--- src/rtl/core/insertion_sorter_assert.svh ---
// Assertion macros used by the insertion sorter RTL.
`ifndef INSERTION_SORTER_ASSERT_SVH
`define INSERTION_SORTER_ASSERT_SVH

// Same-cycle implication, checked outside reset.
`define ISORT_ASSERT_NOW(lbl, ante, cons) \
    lbl: assert property (@(posedge i_clk) disable iff (!i_rst_n) (ante) |-> (cons)) \
        else $error("assertion failed: %m");

// Next-cycle implication, checked outside reset.
`define ISORT_ASSERT_NEXT(lbl, ante, cons) \
    lbl: assert property (@(posedge i_clk) disable iff (!i_rst_n) (ante) |=> (cons)) \
        else $error("assertion failed: %m");

`endif

--- src/rtl/core/isort_pkg.sv ---
// Types shared by the insertion sorter modules.
package isort_pkg;

    typedef struct packed {
        logic signed [31:0] value;
        logic               batch_end;
    } t_in_req;

    typedef struct packed {
        logic signed [31:0] sorted_value;
        logic               final_result;
        logic               overflowed;
    } t_out_req;

    // Per-cycle command broadcast to every cell of the chain.
    typedef struct packed {
        logic ins;   // insert the broadcast value
        logic shl;   // shift toward cell 0 (drain)
    } t_cell_ctl;

endpackage

--- src/rtl/core/isort_cell.sv ---
// One cell of the insertion chain: holds one sorted entry.
module isort_cell (
    input  logic                  i_clk,
    input  isort_pkg::t_cell_ctl  i_ctl,
    input  logic                  i_occupied,
    input  logic signed [31:0]    i_value,
    input  logic                  i_left_less,
    input  logic signed [31:0]    i_left_data,
    input  logic signed [31:0]    i_right_data,
    output logic                  o_less,
    output logic signed [31:0]    o_data
);

    logic signed [31:0] r_data;
    logic signed [31:0] n_data;

    // Entry stays put while it is smaller than the new value.
    assign o_less = i_occupied && (r_data < i_value);
    assign o_data = r_data;

    always_comb begin
        n_data = r_data;
        if (i_ctl.ins) begin
            if (!o_less) begin
                n_data = i_left_less ? i_value : i_left_data;
            end
        end else if (i_ctl.shl) begin
            n_data = i_right_data;
        end
    end

    always_ff @(posedge i_clk) begin
        r_data <= n_data;
    end

endmodule

--- src/rtl/core/insertion_sorter.sv ---
// Top level of the insertion sorter: cell chain plus fill/drain control.
//
// Insertion sorter. Values arrive one request at a time and are inserted
// into a row of CAPACITY cells that always holds the batch in ascending
// order: every cell compares its entry with the broadcast value at once,
// and the cells at and after the insertion point take their left neighbor's
// entry. An equal value goes ahead of the stored equal ones.
// When the row is full, further values are dropped and the overflow flag is
// raised for the batch. The request marked batch_end is inserted like any
// other, and then the row drains through cell 0, one result per cycle while
// the output is not stalled; final_result marks the greatest value. During
// the drain the input is stalled. After the final result the block is
// empty and takes the next batch at once.

`include "insertion_sorter_assert.svh"

module insertion_sorter #(
    parameter int CAPACITY = 16
) (
    input  logic                 i_clk,
    input  logic                 i_rst_n,
    // input requests
    input  logic                 i_in_valid,
    output logic                 o_in_stall,
    input  isort_pkg::t_in_req   i_in_req,
    // result requests
    output logic                 o_out_valid,
    input  logic                 i_out_stall,
    output isort_pkg::t_out_req  o_out_req
);

    localparam int CNT_W = $clog2(CAPACITY + 1);

    typedef enum logic {
        S_FILL,
        S_DRAIN
    } t_state;

    t_state              r_state;
    logic [CNT_W-1:0]    r_fill;     // entries held; counts down while draining
    logic                r_ovf;

    logic                in_acc;
    logic                out_acc;
    logic                full;
    isort_pkg::t_cell_ctl ctl;

    logic               [CAPACITY-1:0] occ;
    logic               [CAPACITY-1:0] less;
    logic signed [31:0] data [CAPACITY];

    assign full    = (r_fill == CNT_W'(CAPACITY));
    assign in_acc  = i_in_valid && !o_in_stall;
    assign out_acc = o_out_valid && !i_out_stall;

    // Drop on full: the chain is left alone and only the flag moves.
    assign ctl.ins = in_acc && !full;
    assign ctl.shl = out_acc;

    assign o_in_stall  = (r_state == S_DRAIN);
    assign o_out_valid = (r_state == S_DRAIN);

    // Cell 0 is the head of the sorted row.
    assign o_out_req.sorted_value = data[0];
    assign o_out_req.final_result = (r_fill == CNT_W'(1));
    assign o_out_req.overflowed   = r_ovf;

    // ---- cell chain ----
    for (genvar g = 0; g < CAPACITY; g++) begin : g_cell
        logic               left_less;
        logic signed [31:0] left_data;
        logic signed [31:0] right_data;

        assign occ[g] = (CNT_W'(g) < r_fill);

        if (g == 0) begin : g_head
            // Nothing to the left: the head takes the new value if not less.
            assign left_less = 1'b1;
            assign left_data = i_in_req.value;
        end else begin : g_mid
            assign left_less = less[g-1];
            assign left_data = data[g-1];
        end

        if (g == CAPACITY - 1) begin : g_tail
            assign right_data = '0;
        end else begin : g_body
            assign right_data = data[g+1];
        end

        isort_cell u_cell (
            .i_clk        (i_clk),
            .i_ctl        (ctl),
            .i_occupied   (occ[g]),
            .i_value      (i_in_req.value),
            .i_left_less  (left_less),
            .i_left_data  (left_data),
            .i_right_data (right_data),
            .o_less       (less[g]),
            .o_data       (data[g])
        );
    end

    // ---- control: fill, then drain ----
    always_ff @(posedge i_clk) begin
        if (!i_rst_n) begin
            r_state <= S_FILL;
            r_fill  <= '0;
            r_ovf   <= 1'b0;
        end else begin
            case (r_state)
                S_FILL: begin
                    if (in_acc) begin
                        if (full) begin
                            r_ovf <= 1'b1;
                        end else begin
                            r_fill <= r_fill + CNT_W'(1);
                        end
                        if (i_in_req.batch_end) begin
                            r_state <= S_DRAIN;
                        end
                    end
                end
                S_DRAIN: begin
                    if (out_acc) begin
                        r_fill <= r_fill - CNT_W'(1);
                        if (r_fill == CNT_W'(1)) begin
                            r_state <= S_FILL;
                            r_ovf   <= 1'b0;
                        end
                    end
                end
                default: begin
                    r_state <= S_FILL;
                end
            endcase
        end
    end

    // ---- assertions ----
    `ISORT_ASSERT_NOW(a_drain_nonempty, r_state == S_DRAIN, r_fill != '0)
    `ISORT_ASSERT_NOW(a_fill_bound, 1'b1, r_fill <= CNT_W'(CAPACITY))
    `ISORT_ASSERT_NEXT(a_insert_count, ctl.ins, r_fill == $past(r_fill) + CNT_W'(1))
    `ISORT_ASSERT_NEXT(a_final_clears, out_acc && o_out_req.final_result,
                       r_state == S_FILL && r_fill == '0 && !r_ovf)

endmodule
--- config.mk ---
export PLATFORM = sky130hd
export DESIGN_NAME = insertion_sorter
export DESIGN_NICKNAME = d
export VERILOG_FILES = /design/src/rtl/core/isort_pkg.sv /design/src/rtl/core/isort_cell.sv /design/src/rtl/core/insertion_sorter.sv
export VERILOG_INCLUDE_DIRS = /design/src /design/src/rtl/core
export SDC_FILE = /design/constraint.sdc
export NUM_CORES = 2
export LEC_CHECK = 0
export BUFFER_PORTS_ARGS = -buffer_cell sky130_fd_sc_hd__buf_2
export CAP_MARGIN = 40
export CORE_MARGIN = 5
export CORE_UTILIZATION = 40
export DETAILED_ROUTE_END_ITERATION = 16
export GPL_TIMING_DRIVEN = 0
export PLACE_DENSITY_LB_ADDON = 0.3
export SLEW_MARGIN = 0
export SYNTH_ARGS = -nofsm -noshare
export SYNTH_HDL_FRONTEND = slang
export SYNTH_SLANG_ARGS = --single-unit
--- constraint.sdc ---
create_clock -name i_clk -period 7.5 [get_ports i_clk]
set_input_delay 0.75 -clock i_clk [delete_from_list [all_inputs] [get_ports i_clk]]
set_output_delay 0.75 -clock i_clk [all_outputs]
set_load 0.05 [all_outputs]
======== Yosys cells after proc, flatten, opt, wreduce, memory -nomap -nowiden ========
Index checks and enable logic that the tools add are counted.
word-level totals
  register bits ........................... 519
  input bits .............................. 37
  output and inout bits ................... 36
  word-level logic and storage cells ...... 195
cells by class
  add/sub/neg operators ................... 2
  magnitude comparators ................... 32
  equality and inequality tests ........... 23
  muxes and demuxes ....................... 77
  bitwise gates (word level) .............. 1
  reductions and logical operators ........ 41
operator list
  operator               count
  $mux W32               63
  $lt A32 B32 Y1         16
  $lt A4 B5 Y1 const A   8
  $ne A2 B2 Y1 const B   20
  $reduce_and A2 Y1      16
  $lt A3 B5 Y1 const A   4
  $logic_and A1 B1 Y1    19
  $mux W5                3
  $lt A1 B5 Y1 const A   2
  $lt A2 B5 Y1 const A   2
  $pmux W5 S2            1
  $mux W1                8
  $add A5 B1 Y5 const B  1
  $eq A5 B1 Y1 const B   1
  $eq A5 B5 Y1 const B   1
  $sub A5 B1 Y5 const B  1
  $pmux W1 S2            2
  $reduce_and A4 Y1      1
  $logic_not A1 Y1       3
  $reduce_and A3 Y1      1
  $ne A2 B1 Y1 const B   1
  $reduce_bool A2 Y1     1
  $not A1 Y1             1

======== Logic depth before layout (Yosys ltp) ========
  word-level depth ........................ 5
  mapped depth ............................ 13
  gate-level depth less buffers ........... 10

======== Modules after synthesis ========
From an unflattened synthesis, not the netlist that was laid out.
second synthesis, totals
  cells, all modules ...................... 4,189
  area, all modules ....................... 39,452.8 µm²
modules (own cells, without submodules)
  module                              times used  cells an instance  area an instance (µm²)  sequential area each (µm²)
  isort_cell at g_cell[0].u_cell ...  15          257                2,429.8                 960.9
  isort_cell at g_cell[14].u_cell     1           256                2,423.6                 960.9
  insertion_sorter                    1           78                 581.8                   140.1

======== Worst setup path after synthesis ========
No wires, ideal clock.
  kind .................................... input-to-reg
  start ................................... input i_in_req[32] (netlist bit)
  end ..................................... register g_cell[0].u_cell.r_data[0], enable pin
  library setup time ...................... 466 ps
  data arrival time ....................... 4,906 ps
  required time ........................... 7,034 ps
  slack ................................... 2,128 ps
  cell stages on the path ................. 11
  path buffers ............................ 2
  cell sequence ........................... clkbuf_1 > inv_1 > ha_1 > nand4_1 > nor2_1 > nand3_1 > nor2_1 > a221oi_1 > a21o_1 > buf_1 > o21ai_0
between the ends
  longest elaborated chain between the ends .. 4
ends and longest elaborated chain
  item                         RTL line                source
  from (decl)                  insertion_sorter.sv:25  input isort_pkg::t_in_req i_in_req,
  $lt A32 B32 Y1               isort_cell.sv:18        assign o_less = i_occupied && (r_data < i_value);
  $logic_and A1 B1 Y1          isort_cell.sv:18
  $ne A2 B2 Y1 (no line)       --
  $reduce_and A2 Y1 (no line)  --
  to (signal assigned)         isort_cell.sv:33        r_data <= n_data;
  to (decl)                    isort_cell.sv:14        logic signed [31:0] r_data;
Every way passes these cells.
A chain may end at the register's enable or synchronous reset.

======== Final worst setup path ========
  start ................................... input i_in_req[2] (netlist bit)
  end ..................................... register g_cell[8].u_cell.r_data[10], enable pin
between the ends
  longest elaborated chain between the ends .. 4
ends and longest elaborated chain
  item                         RTL line
  $lt A32 B32 Y1               isort_cell.sv:18
  $logic_and A1 B1 Y1          isort_cell.sv:18
  $ne A2 B2 Y1 (no line)       --
  $reduce_and A2 Y1 (no line)  --
  to (signal assigned)         isort_cell.sv:33
  to (decl)                    isort_cell.sv:14
Every way passes these cells.

==> results.sh <==
export IMPL_ctsHoldBuffers=0
export IMPL_syn_instance_count=3788
export IMPL_die_x_um=315
export IMPL_drc_errors=0
export IMPL_cts_resized=0
export IMPL_clock_latency_ns=0.65
export IMPL_place_area_um2=40100
export IMPL_syn_num_nets=4324
export IMPL_p_clk_share_pct=27.0
export IMPL_dieArea_um2=99400
export IMPL_grt_pass1_wl_um=192000
export IMPL_antenna_found_initial=5
export IMPL_synth_edf_count=512
export IMPL_drive_above_1_share_pct=6.33
export IMPL_grt_start_max_net_pins=33
export IMPL_ant_nets=0
export IMPL_synth_seq_cells=519
export IMPL_ys_flop_type="edfxtp_1"
export IMPL_crit_start="i_in_req[2]"
export IMPL_p_seq_share_pct=41.1
export IMPL_syn_avg_cell_area_um2=9.84
export IMPL_internal_power_mw=6.85
export IMPL_final_cell_area_um2=42100
export IMPL_first_iter_violations=3025
export IMPL_min_period_over_period_pct=74.6
export IMPL_async_flop_share_pct=0
export IMPL_r2r_slack_ns=2.81
export IMPL_pwr_share_comb_pct=31.8
export IMPL_maxCapViolations=0
export IMPL_io_buffers=40
export IMPL_wl_per_cell_um=24.8
export IMPL_ys_warn_count=0
export IMPL_clockRootBuffer="clkbuf_16"
export IMPL_p_sw_share_pct=36.3
export IMPL_area_growth_pct=12.8
export IMPL_hpwl_um=106000
export IMPL_ir_worst_vdd_mv=0.206
export IMPL_reg2reg_depth=12
export IMPL_clkTransAtPathRegs_ns=0.06
export IMPL_tritoncts="done"
export IMPL_drt_total_wl_um=130000
export IMPL_max_freq_ghz=0.179
export IMPL_firstDrtPassIters=5
export IMPL_die_h_um=315
export IMPL_final_setup_skew_ns=0.0197
export IMPL_grt_setup_unrepaired="no"
export IMPL_cp_end_kind="flop"
export IMPL_finalSetupViolations=0
export IMPL_gp_congestion=0.930
export IMPL_worstPathArrival_ns=5.94
export IMPL_hold_class="input port to flop"
export IMPL_ys_types=69
export IMPL_stdcell_count=5243
export IMPL_initial_utilization_pct=40.1
export IMPL_coreArea_um2=92900
export IMPL_ioPinCount=73
export IMPL_p_leak_nw=17.1
export IMPL_num_vias=31154
export IMPL_dp_slack_ns=1.31
export IMPL_max_slew_margin_pct=36.3
export IMPL_r2r_start="g_cell[8].u_cell.o_data[13]"
export IMPL_cts_buffer_depth=3
export IMPL_fin_nets=4476
export IMPL_grt_pass1_vias=30858
export IMPL_synth_area_top_cells="edfxtp_1, ha_1, nand2_1"
export IMPL_hold_viol_final=0
export IMPL_crit_path_max_fanout=20
export IMPL_crit_type="input port to flop"
export IMPL_startpoint_type="input port"
export IMPL_p_per_area_nw_per_um2=256
export IMPL_layout_min_cycle_time_ns=5.60
export IMPL_regToRegEndpoint="g_cell[8].u_cell.o_data[10]"
export IMPL_switchingPower_mw=3.91
export IMPL_cts_buffers=60
export IMPL_cp_endpoint="g_cell[8].u_cell.o_data[10]"
export IMPL_tightest_slew_ns=0.955
export IMPL_grt_usage_pct=25.4
export IMPL_required_ns=7.84
export IMPL_synth_top_area_share_pct=41.2
export IMPL_slew_viol_final=0
export IMPL_yosys_area_top_type="edfxtp_1"
export IMPL_vias_per_cell=5.94
export IMPL_htree_levels=2
export IMPL_clock_sinks=519
export IMPL_syn_cell_area_um2=37300
export IMPL_cts_setup_buffers=0
export IMPL_rows=112
export IMPL_finalWorstSetupSlack_ns=1.90
export IMPL_dp_cells=5130
export IMPL_ys_seq_area_share_pct=41.6
export IMPL_status="complete, no violations"
export IMPL_finalPower_mw=10.8
export IMPL_grt_overflow_total=0
cell usage after synthesis, types with 33 or more instances:
cell	n
nor3_1	45
ha_1	499
nand4_1	55
nor2_1	192
o21ai_0	69
o211ai_1	108
o31ai_1	65
o22ai_1	35
o21ai_1	293
and2_1	71
clkbuf_1	161
nand3_1	133
a31o_1	33
a21o_1	86
edfxtp_1	512
a211oi_1	49
nand2_1	631
mux2i_1	227
inv_1	72
a21oi_1	191
metal layers:
layer	GRT usage, %	vias to the layer above	wire length, um
met3	2.50	253	9970
met1	34.2	15007	54100
met4	9.91	0	5720
met5	0	-	0
met2	42.4	1330	60500
li1	-	14564	-
per-stage QoR:
stage | util, % | setup TNS [ns] | hold WS (ns)
detailed placement | 43.2 | 0 | 0.504
global placement | 42.0 | -42.93 | 0.488
floorplan | - | 0 | 0.442
CTS | 45.2 | 0 | 0.335
global route | 45.3 | 0 | 0.369
finish | 45.3 | 0 | 0.362
state kept, by name, summed over array words and instances (netlist names):
signal / cells
g_cell.u_cell.o_data: 512
o_in_stall: 1
r_ovf: 1
r_fill: 5
cells by family after synthesis:
logic type	after synthesis	share of synthesized area [%]
and+or+nand+nor	1203	14.3
AOI/OAI and AO/OA	1019	17.0
DFF	519	41.6
adders and majority gates	499	16.7
buffers and inverters	313	3.95
muxes	229	6.18
xor gates and xnor gates	6	0.141
layout make-up:
class / count / area, um2
clock inverter: 27 / 253
buffer: 240 / 1200
tap: 1254 / 1570
multi-input combinational: 2956 / 20400
antenna: 5 / 12.5
inverter: 73 / 274
clock buffer: 79 / 1590
fill: 8870 / 50800
sequential: 519 / 15500
timing repair buffer: 90 / 1220
power groups by stage:
stage                     registers (mW)  logic, mW  clock network, mW
after floorplan                     4.41       2.19                  0
after global placement              4.48       3.16                  0
after detailed placement            4.46       3.37                  0
after CTS                           4.41       3.39               2.94
after global routing                4.48       3.78               3.06
final                               4.43       3.43               2.91
cells in the final DEF (no fill, tap or decap), drive strengths merged, types with 7 or more instances in the layout:
master | synthesis | final
o22ai | 35 | 35
a31o | 34 | 34
o21a | 23 | 23
clkbuf | 161 | 240
o31ai | 66 | 66
mux2i | 228 | 228
a21o | 86 | 86
and4 | 26 | 26
nand4 | 55 | 55
ha | 499 | 499
nand3 | 133 | 133
edfxtp | 512 | 512
nor2 | 192 | 192
nand2b | 12 | 12
a211oi | 50 | 50
and2 | 71 | 71
o211ai | 108 | 108
buf | 79 | 169
a221o | 7 | 7
a2111oi | 9 | 9
nand2 | 631 | 631
nor2b | 8 | 8
a21oi | 191 | 191
nor3 | 47 | 47
clkinv | 0 | 20
inv | 73 | 75
dfxtp | 7 | 7
o21ai | 362 | 362
a221oi | 15 | 15
critical path: stages:
cell,delay (ns)
clkbuf_1,0.54
inv_1,0.65
ha_1,0.47
a2111oi_0,0.47
o211ai_1,0.17
a21oi_1,0.45
o21bai_1,0.17
mux2i_1,0.43
clkbuf_1,0.48
clkbuf_1,0.45
nand2_1,0.11
nand2_1,0.51
buf_8,0.27
how the worst min path moves through the flow:
stage / startpoint / end / slack, ns / cells past startpoint
after detailed placement: r_ovf / r_ovf / 0.50 / 2
after global routing: i_in_req[0] / o_in_stall / 0.37 / 3
after floorplan: r_ovf / r_ovf / 0.44 / 2
final: i_in_req[0] / o_in_stall / 0.36 / 3
after global placement: r_ovf / r_ovf / 0.49 / 2
after CTS: i_in_req[0] / o_in_stall / 0.33 / 3
No activity file was read; power rests on OpenSTA's default activity.
